`src/rtl/pvc_pkg.sv`:
```
`timescale 1ns / 1ps

package pvc_pkg;

  localparam int CodeW   = 28;
  localparam int ByteW   = 8;
  localparam int MaxRes  = 4;   // most result items one input item can give
  localparam int RemW    = 3;   // holds 0..MaxRes
  localparam int PendW   = 2;

  // leading-byte prefixes of a run
  localparam logic [3:0] Lead4Tag = 4'hE;   // 1110xxxx, three more bytes
  localparam logic [2:0] Lead3Tag = 3'h6;   // 110xxxxx, two more bytes
  localparam logic [1:0] Lead2Tag = 2'h2;   // 10xxxxxx, one more byte

  localparam logic [ByteW-1:0] Lead4Pfx = 8'hE0;
  localparam logic [ByteW-1:0] Lead3Pfx = 8'hC0;
  localparam logic [ByteW-1:0] Lead2Pfx = 8'h80;

  localparam logic [PendW-1:0] Pend4 = 2'd3;
  localparam logic [PendW-1:0] Pend3 = 2'd2;
  localparam logic [PendW-1:0] Pend2 = 2'd1;

  // result bundle handed from the translate stage to the output buffer
  typedef struct packed {
    logic [RemW-1:0]                num;      // number of result items, 1..MaxRes
    logic [MaxRes-1:0][ByteW-1:0]   bytes;    // element 0 leaves first
    logic [CodeW-1:0]               code;
    logic                           str_end;
  } pvc_res_t;

endpackage

```
`src/rtl/pvc_in_stage.sv`:
```
`timescale 1ns / 1ps

module pvc_in_stage
  import pvc_pkg::*;
(
  input  logic             clk,
  input  logic             rst_n,
  input  logic             in_valid,
  output logic             in_ready,
  input  logic [CodeW-1:0] in_code_in,
  input  logic [ByteW-1:0] in_byte_in,
  input  logic             take,
  output logic             hold_vld,
  output logic [CodeW-1:0] hold_code,
  output logic [ByteW-1:0] hold_byte
);

  logic             vld_r, vld_nxt;
  logic [CodeW-1:0] code_r;
  logic [ByteW-1:0] byte_r;
  logic             acc;

  assign in_ready = !vld_r || take;
  assign acc      = in_valid && in_ready;

  always_comb begin
    vld_nxt = vld_r;
    if (acc) begin
      vld_nxt = 1'b1;
    end else if (take) begin
      vld_nxt = 1'b0;
    end
  end

  always_ff @(posedge clk) begin
    if (!rst_n) begin
      vld_r <= 1'b0;
    end else begin
      vld_r <= vld_nxt;
    end
  end

  always_ff @(posedge clk) begin
    if (acc) begin
      code_r <= in_code_in;
      byte_r <= in_byte_in;
    end
  end

  assign hold_vld  = vld_r;
  assign hold_code = code_r;
  assign hold_byte = byte_r;

endmodule

```
`src/rtl/pvc_xlate.sv`:
```
`timescale 1ns / 1ps

module pvc_xlate
  import pvc_pkg::*;
(
  input  logic             clk,
  input  logic             rst_n,
  input  logic             cfg_we,
  input  logic             cfg_wdata,
  input  logic             hold_vld,
  input  logic [CodeW-1:0] hold_code,
  input  logic [ByteW-1:0] hold_byte,
  input  logic             buf_free,
  output logic             take,
  output logic             load,
  output pvc_res_t         res
);

  logic             dir_r;
  logic [PendW-1:0] pend_r, pend_nxt;
  logic [CodeW-1:0] acc_r, acc_nxt;
  logic             dec_emit;
  logic [CodeW-1:0] dec_code;
  logic [CodeW-1:0] shifted;
  logic             has_res;
  pvc_res_t         enc_res;
  pvc_res_t         dec_res;

  // encoder: one plain byte below 128, else a prefixed run, MSB first
  always_comb begin
    enc_res       = '0;
    enc_res.code  = '0;
    if (hold_code[CodeW-1:7] == '0) begin
      enc_res.num      = RemW'(1);
      enc_res.bytes[0] = {1'b0, hold_code[6:0]};
      enc_res.str_end  = (hold_code[6:0] == '0);
    end else if (hold_code[CodeW-1:14] == '0) begin
      enc_res.num      = RemW'(2);
      enc_res.bytes[0] = Lead2Pfx | {2'b00, hold_code[13:8]};
      enc_res.bytes[1] = hold_code[7:0];
    end else if (hold_code[CodeW-1:21] == '0) begin
      enc_res.num      = RemW'(3);
      enc_res.bytes[0] = Lead3Pfx | {3'b000, hold_code[20:16]};
      enc_res.bytes[1] = hold_code[15:8];
      enc_res.bytes[2] = hold_code[7:0];
    end else begin
      enc_res.num      = RemW'(4);
      enc_res.bytes[0] = Lead4Pfx | {4'h0, hold_code[27:24]};
      enc_res.bytes[1] = hold_code[23:16];
      enc_res.bytes[2] = hold_code[15:8];
      enc_res.bytes[3] = hold_code[7:0];
    end
  end

  // decoder: leading byte sets the run length, later bytes shift in
  assign shifted = {acc_r[CodeW-ByteW-1:0], hold_byte};

  always_comb begin
    pend_nxt = pend_r;
    acc_nxt  = acc_r;
    dec_emit = 1'b0;
    dec_code = '0;
    if (pend_r == '0) begin
      priority if (hold_byte[7:4] == Lead4Tag) begin
        acc_nxt  = {{(CodeW-4){1'b0}}, hold_byte[3:0]};
        pend_nxt = Pend4;
      end else if (hold_byte[7:5] == Lead3Tag) begin
        acc_nxt  = {{(CodeW-5){1'b0}}, hold_byte[4:0]};
        pend_nxt = Pend3;
      end else if (hold_byte[7:6] == Lead2Tag) begin
        acc_nxt  = {{(CodeW-6){1'b0}}, hold_byte[5:0]};
        pend_nxt = Pend2;
      end else begin
        // plain byte, including the 1111xxxx leads
        dec_emit = 1'b1;
        dec_code = {{(CodeW-ByteW){1'b0}}, hold_byte};
      end
    end else begin
      pend_nxt = pend_r - PendW'(1);
      if (pend_r == PendW'(1)) begin
        dec_emit = 1'b1;
        dec_code = shifted;
        acc_nxt  = '0;
      end else begin
        acc_nxt = shifted;
      end
    end
  end

  always_comb begin
    dec_res         = '0;
    dec_res.num     = RemW'(1);
    dec_res.code    = dec_code;
    dec_res.str_end = (dec_code == '0);
  end

  assign res     = dir_r ? dec_res : enc_res;
  assign has_res = dir_r ? dec_emit : 1'b1;
  // mid-run decode bytes leave without waiting on the output buffer
  assign take    = hold_vld && (!has_res || buf_free);
  assign load    = take && has_res;

  always_ff @(posedge clk) begin
    if (!rst_n) begin
      dir_r  <= 1'b0;
      pend_r <= '0;
      acc_r  <= '0;
    end else if (cfg_we) begin
      dir_r  <= cfg_wdata;
      pend_r <= '0;
      acc_r  <= '0;
    end else if (take && dir_r) begin
      pend_r <= pend_nxt;
      acc_r  <= acc_nxt;
    end
  end

`ifndef SYNTHESIS
  a_pend_only_decode: assert property (@(posedge clk) disable iff (!rst_n)
    (pend_r != '0) |-> dir_r)
    else $error("decoder run pending while encoding");
`endif

endmodule

```
`src/rtl/pvc_out_buf.sv`:
```
`timescale 1ns / 1ps

module pvc_out_buf
  import pvc_pkg::*;
(
  input  logic             clk,
  input  logic             rst_n,
  input  logic             load,
  input  pvc_res_t         res,
  output logic             buf_free,
  output logic             out_valid,
  input  logic             out_ready,
  output logic [ByteW-1:0] out_byte_out,
  output logic [CodeW-1:0] out_code_out,
  output logic             out_run_last,
  output logic             out_string_end
);

  logic [RemW-1:0]              rem_r, rem_nxt;
  logic [MaxRes-1:0][ByteW-1:0] bytes_r, bytes_nxt;
  logic [CodeW-1:0]             code_r;
  logic                         end_r;
  logic                         pop;

  assign out_valid = (rem_r != '0);
  assign pop       = out_valid && out_ready;
  assign buf_free  = (rem_r == '0) || ((rem_r == RemW'(1)) && out_ready);

  always_comb begin
    rem_nxt   = rem_r;
    bytes_nxt = bytes_r;
    if (load) begin
      rem_nxt   = res.num;
      bytes_nxt = res.bytes;
    end else if (pop) begin
      rem_nxt   = rem_r - RemW'(1);
      bytes_nxt = {{ByteW{1'b0}}, bytes_r[MaxRes-1:1]};
    end
  end

  always_ff @(posedge clk) begin
    if (!rst_n) begin
      rem_r <= '0;
    end else begin
      rem_r <= rem_nxt;
    end
  end

  always_ff @(posedge clk) begin
    bytes_r <= bytes_nxt;
    if (load) begin
      code_r <= res.code;
      end_r  <= res.str_end;
    end
  end

  assign out_byte_out   = bytes_r[0];
  assign out_code_out   = code_r;
  assign out_run_last   = (rem_r == RemW'(1));
  assign out_string_end = end_r && (rem_r == RemW'(1));

`ifndef SYNTHESIS
  a_rem_range: assert property (@(posedge clk) disable iff (!rst_n)
    rem_r <= RemW'(MaxRes))
    else $error("output buffer count out of range");

  a_load_when_free: assert property (@(posedge clk) disable iff (!rst_n)
    load |-> ((rem_r == '0) || ((rem_r == RemW'(1)) && out_ready)))
    else $error("output buffer loaded over pending items");

  a_code_single: assert property (@(posedge clk) disable iff (!rst_n)
    (out_valid && (code_r != '0)) |-> (rem_r == RemW'(1)))
    else $error("decoded code spread over several items");
`endif

endmodule

```
`src/rtl/prefix_varint_char_codec_unit.sv`:
```
`timescale 1ns / 1ps

// Prefix varint character codec.
// Input channel (in_valid/in_ready): one item carries in_code_in (encode)
// and in_byte_in (decode); only the field of the current direction matters.
// Output channel (out_valid/out_ready): one item per byte when encoding
// (1 to 4 items, MSB-first, run_last on the final byte, string_end on a
// zero code); one item per completed run when decoding (code_out, run_last
// always set). Mid-run decode bytes give no item.
// cfg_we/cfg_wdata write direction (0 encode, 1 decode) and drop any partial
// decode run; write only while the block is idle.
// An accepted item passes through the input register and then the output
// buffer register before its first result shows on the outputs.
// Throughput: the output buffer sends one byte per cycle while out_ready is
// high; decode takes one byte per cycle while no completed run is stalled.
// Reset (rst_n low, synchronous) empties both stages, selects encode and
// clears the decoder. When the receiver stalls, the current result holds and
// one further input item waits in the input register before in_ready drops.
module prefix_varint_char_codec_unit
  import pvc_pkg::*;
(
  input  logic             clk,
  input  logic             rst_n,
  input  logic             cfg_we,
  input  logic             cfg_wdata,
  input  logic             in_valid,
  output logic             in_ready,
  input  logic [CodeW-1:0] in_code_in,
  input  logic [ByteW-1:0] in_byte_in,
  output logic             out_valid,
  input  logic             out_ready,
  output logic [ByteW-1:0] out_byte_out,
  output logic [CodeW-1:0] out_code_out,
  output logic             out_run_last,
  output logic             out_string_end
);

  logic             take;
  logic             load;
  logic             buf_free;
  logic             hold_vld;
  logic [CodeW-1:0] hold_code;
  logic [ByteW-1:0] hold_byte;
  pvc_res_t         res;

  // input register
  pvc_in_stage u_in (
    .clk       (clk),
    .rst_n     (rst_n),
    .in_valid  (in_valid),
    .in_ready  (in_ready),
    .in_code_in(in_code_in),
    .in_byte_in(in_byte_in),
    .take      (take),
    .hold_vld  (hold_vld),
    .hold_code (hold_code),
    .hold_byte (hold_byte)
  );

  // encode/decode logic plus direction and decoder run state
  pvc_xlate u_xlate (
    .clk      (clk),
    .rst_n    (rst_n),
    .cfg_we   (cfg_we),
    .cfg_wdata(cfg_wdata),
    .hold_vld (hold_vld),
    .hold_code(hold_code),
    .hold_byte(hold_byte),
    .buf_free (buf_free),
    .take     (take),
    .load     (load),
    .res      (res)
  );

  // result register, shifts out one byte per accepted item
  pvc_out_buf u_out (
    .clk           (clk),
    .rst_n         (rst_n),
    .load          (load),
    .res           (res),
    .buf_free      (buf_free),
    .out_valid     (out_valid),
    .out_ready     (out_ready),
    .out_byte_out  (out_byte_out),
    .out_code_out  (out_code_out),
    .out_run_last  (out_run_last),
    .out_string_end(out_string_end)
  );

endmodule
```
`config.mk`:
```
export PLATFORM = sky130hd
export DESIGN_NAME = prefix_varint_char_codec_unit
export DESIGN_NICKNAME = d
export VERILOG_FILES = /design/src/rtl/pvc_pkg.sv /design/src/rtl/pvc_in_stage.sv /design/src/rtl/pvc_xlate.sv /design/src/rtl/pvc_out_buf.sv /design/src/rtl/prefix_varint_char_codec_unit.sv
export SDC_FILE = /design/constraint.sdc
export NUM_CORES = 1
export LEC_CHECK = 0
export BUFFER_PORTS_ARGS = -buffer_cell sky130_fd_sc_hd__clkbuf_2
export CAP_MARGIN = 20
export CORE_ASPECT_RATIO = 0.5
export CORE_UTILIZATION = 50
export CTS_BUF_LIST = sky130_fd_sc_hd__clkbuf_8
export CTS_CLUSTER_DIAMETER = 200
export DETAILED_ROUTE_END_ITERATION = 16
export PLACE_DENSITY = 0.81
export SLEW_MARGIN = 20
export SYNTH_ARGS = -nofsm -noshare
export SYNTH_HDL_FRONTEND = slang
export SYNTH_SLANG_ARGS = --single-unit
```
`constraint.sdc`:
```
create_clock -name clk -period 3.65 [get_ports clk]
set_input_delay 0.5475 -clock clk [delete_from_list [all_inputs] [get_ports clk]]
set_output_delay 0.5475 -clock clk [all_outputs]
set_load 0.1 [all_outputs]
```
* After elaboration in Yosys (flattened, before gate mapping)
Index checks and enable logic that the tools add are counted.
Storage, ports and cells: logic and storage cells 83, output and inout port bits 40, RAM bits 0, bits in read-only memories 0, memories 0, latch bits 0, bits in registers 124, input port bits 42
Cells by class: bitwise gates (word level) 1, div/mod/pow operators 0, $add $sub $neg 2, shift-type cells 0, reductions and logical operators 24, muxes and demuxes 37, $mul 0, $lt $le $gt $ge 0, eq/ne operators 6
Operators by type and width (count):
- 2-to-1 mux 28 bit | 4
- 2-to-1 mux 20 bit | 5
- 2-to-1 mux 32 bit | 2
- 2-to-1 mux 64 bit | 1
- 2-to-1 mux 24 bit | 2
- 2-to-1 mux 16 bit | 2
- zero test 28 bit | 1
- 2-to-1 mux 8 bit | 3
- zero test 21 bit | 1
- 2-to-1 mux 3 bit | 5
- zero test 14 bit | 1
- zero test 7 bit | 2
- 2-to-1 mux 1 bit | 9
- 2-to-1 mux 2 bit | 4
- logical AND 1 bit | 7
- == test 4 bit, second input constant | 1
- != test 4 bit, second input constant | 1
- nonzero test 2 bit | 2
- == test 3 x 1 -> 1 bit, second input constant | 1
- == test 3 bit, second input constant | 1
- zero test 3 bit | 1
- logical OR 1 bit | 3
- nonzero test 3 bit | 1
- subtractor 3 x 1 -> 3 bit, second input constant | 1
- 8 further kinds | 9

* Depth between registers and ports, before layout
Gate-level depths: netlist of the first run.
depth in word-level cells 12, mapped depth 8, gate-level depth less buffers 8

* Modules after synthesis
A second synthesis of the first run with hierarchy kept.
Unflattened totals: cells, all modules 460, area, all modules 5541.6 um^2
By module, submodules not included:
- pvc_out_buf | area an instance 2498.6 um^2, instances 1, cells an instance 135, sequential area each 1891.8 um^2
- pvc_xlate | area an instance 1904.3 um^2, instances 1, cells an instance 284, sequential area each 460.4 um^2
- pvc_in_stage | area an instance 1138.6 um^2, instances 1, cells an instance 41, sequential area each 1101.1 um^2

* Worst setup path before layout of the first run
No wires, ideal clock.
path kind flip-flop to output port, from reg u_out.rem_r[1], to out out_string_end, path slack 261 ps, data required time 3102 ps, cell stages (with the launch flop) 5, path buffers 0, arrival 2841 ps, path through dfxtp_1 inv_1 ha_1 nor2b_1 and2_1
Between the ends: word-level cells in the longest chain between the ends 2
RTL lines:
- start: declaration | line pvc_out_buf.sv:19 | logic [RemW-1:0] rem_r, rem_nxt;
- start signal: assignment | line pvc_out_buf.sv:45 | rem_r <= rem_nxt;
- == test 3 x 1 -> 1 bit
- net out_run_last | line prefix_varint_char_codec_unit.sv:34 | output logic out_run_last,
- logical AND 1 bit | line pvc_out_buf.sv:60 | assign out_string_end = end_r && (rem_r == RemW'(1));
- end: declaration | line prefix_varint_char_codec_unit.sv:35 | output logic out_string_end
The timed path passes the listed nets, and every way through them passes these cells.

* Final worst setup path of the first run
from reg u_xlate.pend_r[0], to out in_ready
Between the ends: word-level cells in the longest chain between the ends 8, elaborated cells between the ends (all ways) 9, classes of those cells eq/ne: 1; mux: 3; reduce/logical: 5
RTL lines:
- start: declaration | line pvc_xlate.sv:20 | logic [PendW-1:0] pend_r, pend_nxt;
- start signal: assignment | line pvc_xlate.sv:113 | pend_r <= pend_nxt;
- == test 2 x 1 -> 1 bit | line pvc_xlate.sv:80 | if (pend_r == PendW'(1)) begin
- 2-to-1 mux 1 bit | line pvc_xlate.sv:80
- 2-to-1 mux 1 bit * | line pvc_xlate.sv:63 | if (pend_r == '0) begin
- 2-to-1 mux 1 bit * | line pvc_xlate.sv:98 | assign has_res = dir_r ? dec_emit : 1'b1;
- zero test 1 bit * | line pvc_xlate.sv:100 | assign take = hold_vld && (!has_res || buf_free);
- logical OR 1 bit * | line pvc_xlate.sv:100
- logical AND 1 bit * | line pvc_xlate.sv:100
- logical OR 1 bit * | line pvc_in_stage.sv:23 | assign in_ready = !vld_r || take;
- end: declaration | line prefix_varint_char_codec_unit.sv:27 | output logic in_ready,
Every way passes the cells marked *; elsewhere a longest branch is shown, timed or not.

==> results of run 1 <==
==> cells by family (layout without fill, tap and decap cells) <==
kind of cell,after synthesis,in the layout,synth area share (%)
compound gates,101,101,12.6
fa+ha+maj,3,3,0.709
buf+inv,41,128,3.61
flops,124,124,65.2
mux,6,6,1.13
simple gates,165,165,16.7
==> critical path, delay by kind of cell (launching register included) <==
family | cells | cell delay, ps
flip-flops | 1 | 730
AND/OR/NAND/NOR | 2 | 560
AO/OA/AOI/OAI | 1 | 360
buffers and inverters | 2 | 440
==> per-stage QoR <==
stage | hold slack (ps) | utilization, %
after global placement | 470 | 56.5
after detailed placement | 477 | 56.5
after CTS | 267 | 60.7
after global routing | 263 | 60.8
final | 291 | 60.8
after floorplan | 458 | -
==> Yosys cell counts, types with 10 or more instances <==
library cell | n | area [um^2]
edfxtp_1 | 97 | 2910
nand3_1 | 36 | 180
and3_1 | 35 | 219
o21ai_0 | 35 | 175
nand2_1 | 32 | 120
dfxtp_1 | 27 | 541
clkbuf_1 | 19 | 71.3
nor2_1 | 16 | 60.1
a21oi_1 | 14 | 70.1
a22o_1 | 12 | 105
a22oi_1 | 11 | 82.6
nor4_1 | 10 | 62.6
==> sequential cells by signal, indices dropped and copies added (netlist names), 2 cells and up <==
signal and flops:
u_in.hold_code 28, u_out.out_code_out 28, u_out.bytes_r 24, u_xlate.acc_r 20
u_in.hold_byte 8, u_out.out_byte_out 8, u_out.rem_r 3, u_xlate.pend_r 2
==> worst max-delay path by stage <==
stage                 startpoint               endpoint  slack, ps  depth (start not counted)
2_1_floorplan     u_out.rem_r[1]         out_string_end        260                          4
3_3_place_gp   u_xlate.pend_r[0]      u_out.bytes_r[30]       1000                          5
3_5_place_dp   u_xlate.pend_r[0]  u_out.out_byte_out[6]        910                          5
4_1_cts        u_xlate.pend_r[0]               in_ready        540                          5
5_1_grt        u_xlate.pend_r[0]               in_ready        360                          5
6_report       u_xlate.pend_r[0]               in_ready        560                          5
==> cell type report <==
| class | count | area (um^2) | area share [%] |
|---|---|---|---|
| multi-input cells | 275 | 1670 | 26.8 |
| clock inverters | 15 | 205 | 3.30 |
| flip-flops and latches | 124 | 3450 | 55.5 |
| clock buffers | 17 | 234 | 3.76 |
| inverters | 8 | 30.0 | 0.482 |
| well taps | 140 | 175 | 2.81 |
| repair buffers | 88 | 458 | 7.35 |
==> power groups by stage <==
stage | clock, mW | combinational, mW | sequential, mW
CTS | 1.36 | 1.74 | 2.15
global placement | 0 | 1.71 | 2.17
finish | 1.34 | 1.74 | 2.15
global route | 1.42 | 1.84 | 2.18
detailed placement | 0 | 1.74 | 2.18
floorplan | 0 | 1.11 | 2.53
==> per-layer routing <==
layer	up-vias	track usage (%)
met5	-	0
met4	0	8.48
met3	14	6.91
met2	161	32.2
met1	1799	27.7
li1	1830	-
==> cell usage in the layout (no fill, tap or decap), drive strengths merged, types with 12 or more instances in the layout <==
cell    instances
nand2          33
dfxtp          27
o21ai          35
a21oi          15
nand3          36
edfxtp         97
nor2           16
and3           36
clkbuf         98
a22o           12
==> metrics.txt, run 1 <==
Max Slew Vio Count 0; final setup violation count 0; initial drt markers between 400 and 500; DIE AREA around 11000 um^2; async set-or-reset flop fraction in the synthesized netlist 0%; Total Wirelength 10900 um; unrepaired setup endpoints after global routing false; pin slew with the least headroom to its limit between 800 and 900 ps; first-pass GRT wire length ~17000 um; Combinational Power Share between 30% and 40%; Die Height about 75 um; post-CTS resize count 0; final hold vios 0; Max Freq approximately 0.32 GHz; Final #Nets 559; r2r setup slk approximately 870 ps; Worst Path Arrival 2540 ps; worst reg2reg startpoint u_xlate.pend_r[0]; Global Route Usage Sum 20.9%; main flop type after synthesis edfxtp_1; Worst Hold Launch in_byte_in[6]; Finished Layout Cells roughly 670; Clk pwr share about a quarter; H-tree Lvls 4; placed cell area around 5800 um^2; largest net degree at the start of global routing 37; Post-CTS Setup Inserts 0; CTS tree done; vias in the first global route 3377; number of cells on the worst reg-to-reg path 5; met3 routed WL about 820 um; EDFF count, synth 97; core box area a little over 10000 um^2; worst skew pair latency approximately 430 ps; CP max stage cell dfxtp_1; drc violations 0; power per cell area 839 nW/um^2; # hold bufs at CTS 0; post-place setup slack between 900 and 1000 ps; final worst-path setup slack ~560 ps; met1 wire length 4860 um; status finished clean; I/O pins slightly above 80; Initial Util approximately half; crit end category output pin; initial antenna violation count 0; syn avg cell area 12.0 um^2; crit-path max FO 27; period utilization 84.5%; CP Launch Type flop; synthesized cell area between 5000 and 6000 um^2; gr ovfl total 0; Final Skew 11.2 ps; routability cong. ~0.86; crit path kind flop to output pin; Antenna diodes 0; # rows 26; vias 3804; Clock Tree Root clkbuf_8; CTS max path bufs 2; layout cell share with drive strength beyond 1 24.5%; met2 wire len between 5000 and 6000 um; vias per cell 5.70; DR WL/cell around 16 um; worst r2r dst u_out.bytes_r[18]; Reg power frac between 40% and 50%; Synth cell types 51; DP HPWL about 7400 um; Die Span X around 150 um; post-synth net total approximately 490; port bufs 81; CP dominant cell by count nor2b_1; crit path cell chain nor2b_1 -> a31oi_1 -> nor2b_1 -> inv_1 -> clkbuf_2; antenna viol nets, final 0; CTS buffer count 17; Synth Instances 440; hold-critical path depth 1; Hold Path End u_in.hold_byte[6]; Sink Count roughly 120; worst vdd ir about 0.49 mV; Pleak 2.47 nW; top sig layer met4; Total Power 5.22 mW; synth-to-layout area growth 17.6%; post-synthesis sequential area ratio between 60% and 70%; fill count around 840; P_int ~3.1 mW; net switching power figure between 2 and 2.5 mW; Crit path largest cell delay ~730 ps; Placed Instances ~640; FF+latch count, synth 124; Slew headroom 42.9%; Tmin final about 3100 ps; clock slew at reported path FFs approximately 70 ps; switching share of power around two fifths; Max-Cap Viols 0; Hold Crit Class primary input to flop; setup TNS 0 ps; YS warnings 0; final instance area ~6200 um^2; CP required 3100 ps; drt pass-1 iters 5
(Power assumes the default switching activity.)
==> inputs of run 2 (changes only) <==
--- a/config.mk
+++ b/config.mk
@@ -12,7 +12,7 @@
 export CTS_BUF_LIST = sky130_fd_sc_hd__clkbuf_8
 export CTS_CLUSTER_DIAMETER = 200
 export DETAILED_ROUTE_END_ITERATION = 16
-export PLACE_DENSITY = 0.81
+export PLACE_DENSITY = 0.83
 export SLEW_MARGIN = 20
 export SYNTH_ARGS = -nofsm -noshare
 export SYNTH_HDL_FRONTEND = slang
==> constraint.sdc (replaced) <==
create_clock -name clk -period 2.6 [get_ports clk]
set_input_delay 0.39 -clock clk [delete_from_list [all_inputs] [get_ports clk]]
set_output_delay 0.39 -clock clk [all_outputs]
set_load 0.1 [all_outputs]
==> run 2 against run 1 <==
  * Utilization is 1.1 points higher
  * Via count is 0.11% higher
  * Clock power is 42% higher
  * Highest routed layer unchanged
  * Hold slack worse by 160 ps
  * Critical path type unchanged
==> metrics.txt, run 2 (synthesized netlist as in run 1, its figures left out) <==
fill count 808 (-3.2%); number of cells on the worst reg-to-reg path 6 (+1); most common cell after layout, fill and taps aside edfxtp_1; crit path kind flop to output pin; Worst Hold Launch in_code_in[9]; Final Skew 9.83 ps (-1.38 ps); WP depth 5 (unchanged); vias 3808 (+0.11%); hold-critical path depth 1 (unchanged); unrepaired setup endpoints after global routing false; synth-to-layout area growth 19.7%; layout cell share with drive strength beyond 1 25.1% (+0.62 points); gr ovfl total 0 (unchanged); worst vdd ir 0.713 mV (+44%); status finished clean; core box area 10200 um^2 (unchanged); Die Span X 148 um (unchanged); pin slew with the least headroom to its limit 665 ps (-170 ps); Die Height 74.8 um (unchanged); CP top delay family simple AND/OR/NAND/NOR gates; Max-Cap Viols 0 (unchanged); Slew headroom 54.5% (+12 points); CP max stage cell edfxtp_1; buffer and inverter count on the worst path 2 (unchanged); clock slew at reported path FFs 70 ps (about the same); Crit path largest cell delay 440 ps (-290 ps); DP HPWL 7500 um (+0.65%); Setup crit start u_in.hold_byte[6]; placed cell area 5880 um^2 (+1.6%); worst reg2reg startpoint u_out.rem_r[0]; initial antenna violation count 0 (unchanged); H-tree Lvls 4 (unchanged); Finished Layout Cells 674 (+1.0%); crit path cell chain nand3_1 -> a31oi_2 -> nor2b_2 -> inv_1 -> clkbuf_4; Final Util 61.9% (+1.1 points); Max Slew Vio Count 0 (unchanged); vias in the first global route 3409 (+0.95%); crit-path max FO 7 (-74%); CTS max path bufs 2 (unchanged); Initial Util 51.7% (unchanged); Global Route Usage Sum 21.0% (+0.14 points); antenna viol nets, final 0 (unchanged); most frequent cells in the layout 97 x edfxtp_1, 80 x clkbuf_2, 36 x nand3_1; first-pass GRT wire length 17000 um (+0.33%); drc violations 0 (unchanged); Tmin final between 2000 and 2500 ps; Hold Crit Class primary input to flop; CP required 2210 ps (-890 ps); power per cell area 1180 nW/um^2 (+40%); Worst Path Arrival 2010 ps (-530 ps); # rows 26 (unchanged); final hold vios 0 (unchanged); Post-CTS Setup Inserts 0 (unchanged); worst skew pair latency 430 ps (about the same); Sink Count 124 (unchanged); CTS buffer count 17 (unchanged); DIE AREA 11000 um^2 (unchanged); initial drt markers 503 (+21%); final setup violation count 0 (unchanged); Pleak 2.54 nW (+3.0%); final instance area 6340 um^2 (+1.8%); Placed Instances 642 (+1.1%); CP Launch Type flop; period utilization between 90 and 100%; Final #Nets 566 (+1.3%); Antenna diodes 0 (unchanged); # hold bufs at CTS 0 (unchanged); crit end category output pin; routability cong. 0.946 (+10%); largest net degree at the start of global routing 36 (-2.7%); Total Wirelength 11000 um (+0.81%); DR WL/cell 16.4 um (-0.23%); drt pass-1 iters 5 (unchanged); vias per cell 5.65 (-0.93%); Total Power 7.47 mW (+43%); Max Freq around 0.42 GHz; port bufs 81 (unchanged); I/O pins 82 (unchanged); CTS tree done; Clock Tree Root clkbuf_8
==> run 2: changes by cell type in the layout (fill, tap and decap cells not counted), moves of 3 or more <==
cell | previous run | this run
clkinvlp_4 | 3 | 0
inv_1 | 10 | 13
clkinv_2 | 5 | 1
buf_4 | 7 | 11
clkbuf_8 | 17 | 20
buf_12 | 0 | 3
==> run 2: repair_timing <==
action / 4_1_cts / 5_1_grt
hold endpoints to repair: 0 / 0
pin swaps: 0 / 0
cloned: 0 / 0
endpoints found under the setup margin: 1 / 1
gates resized for setup: 1 / 2
==> run 2: final cells by class <==
cell class              count  area, um^2  area share, %
well taps                 140         175           2.76
clock buffers              20         275           4.34
multi-input cells         275        1680           26.5
flip-flops and latches    124        3450           54.5
inverters                   8        30.0          0.474
repair buffers             95         551           8.68
clock inverters            12         178           2.80
==> run 2: worst register-to-register path: stages, from the launching register on <==
cell,delay [ps]
dfxtp_1,340
inv_1,90
ha_1,220
a21oi_2,80
or4b_1,710
or2_4,380
o31ai_1,350
==> run 2: power by group <==
group	total, mW	switching, mW	internal, mW
Clock	1.90	0.708	1.20
Combinational	2.54	2.01	0.527
Sequential	3.02	0.227	2.79
Total	7.47	2.95	4.52
==> run 2: routing by layer <==
metal | wire [um] | part of all wire [%] | GRT usage (%)
met4 | 97 | 0.88 | 8.36
met1 | 4920 | 45 | 26.7
met5 | 0 | 0 | 0
met3 | 832 | 7.5 | 6.91
met2 | 5190 | 47 | 34.1
==> run 2: worst paths after layout <==
check | end | slack (ps)
hold reg to reg | u_xlate.acc_r[17] | 490
setup / recovery | in_ready | 200
hold / removal | u_in.hold_code[9] | 130
setup reg to reg | u_out.out_byte_out[2] | 210
==> run 2: metrics by stage <==
stage	hold slack [ps]	setup WS, ps	setup TNS, ps
global placement	471	309	0
CTS	102	49.1	0
global route	94.3	75.6	0
floorplan	458	-59.8	-59.8
detailed placement	480	285	0
finish	129	197	0
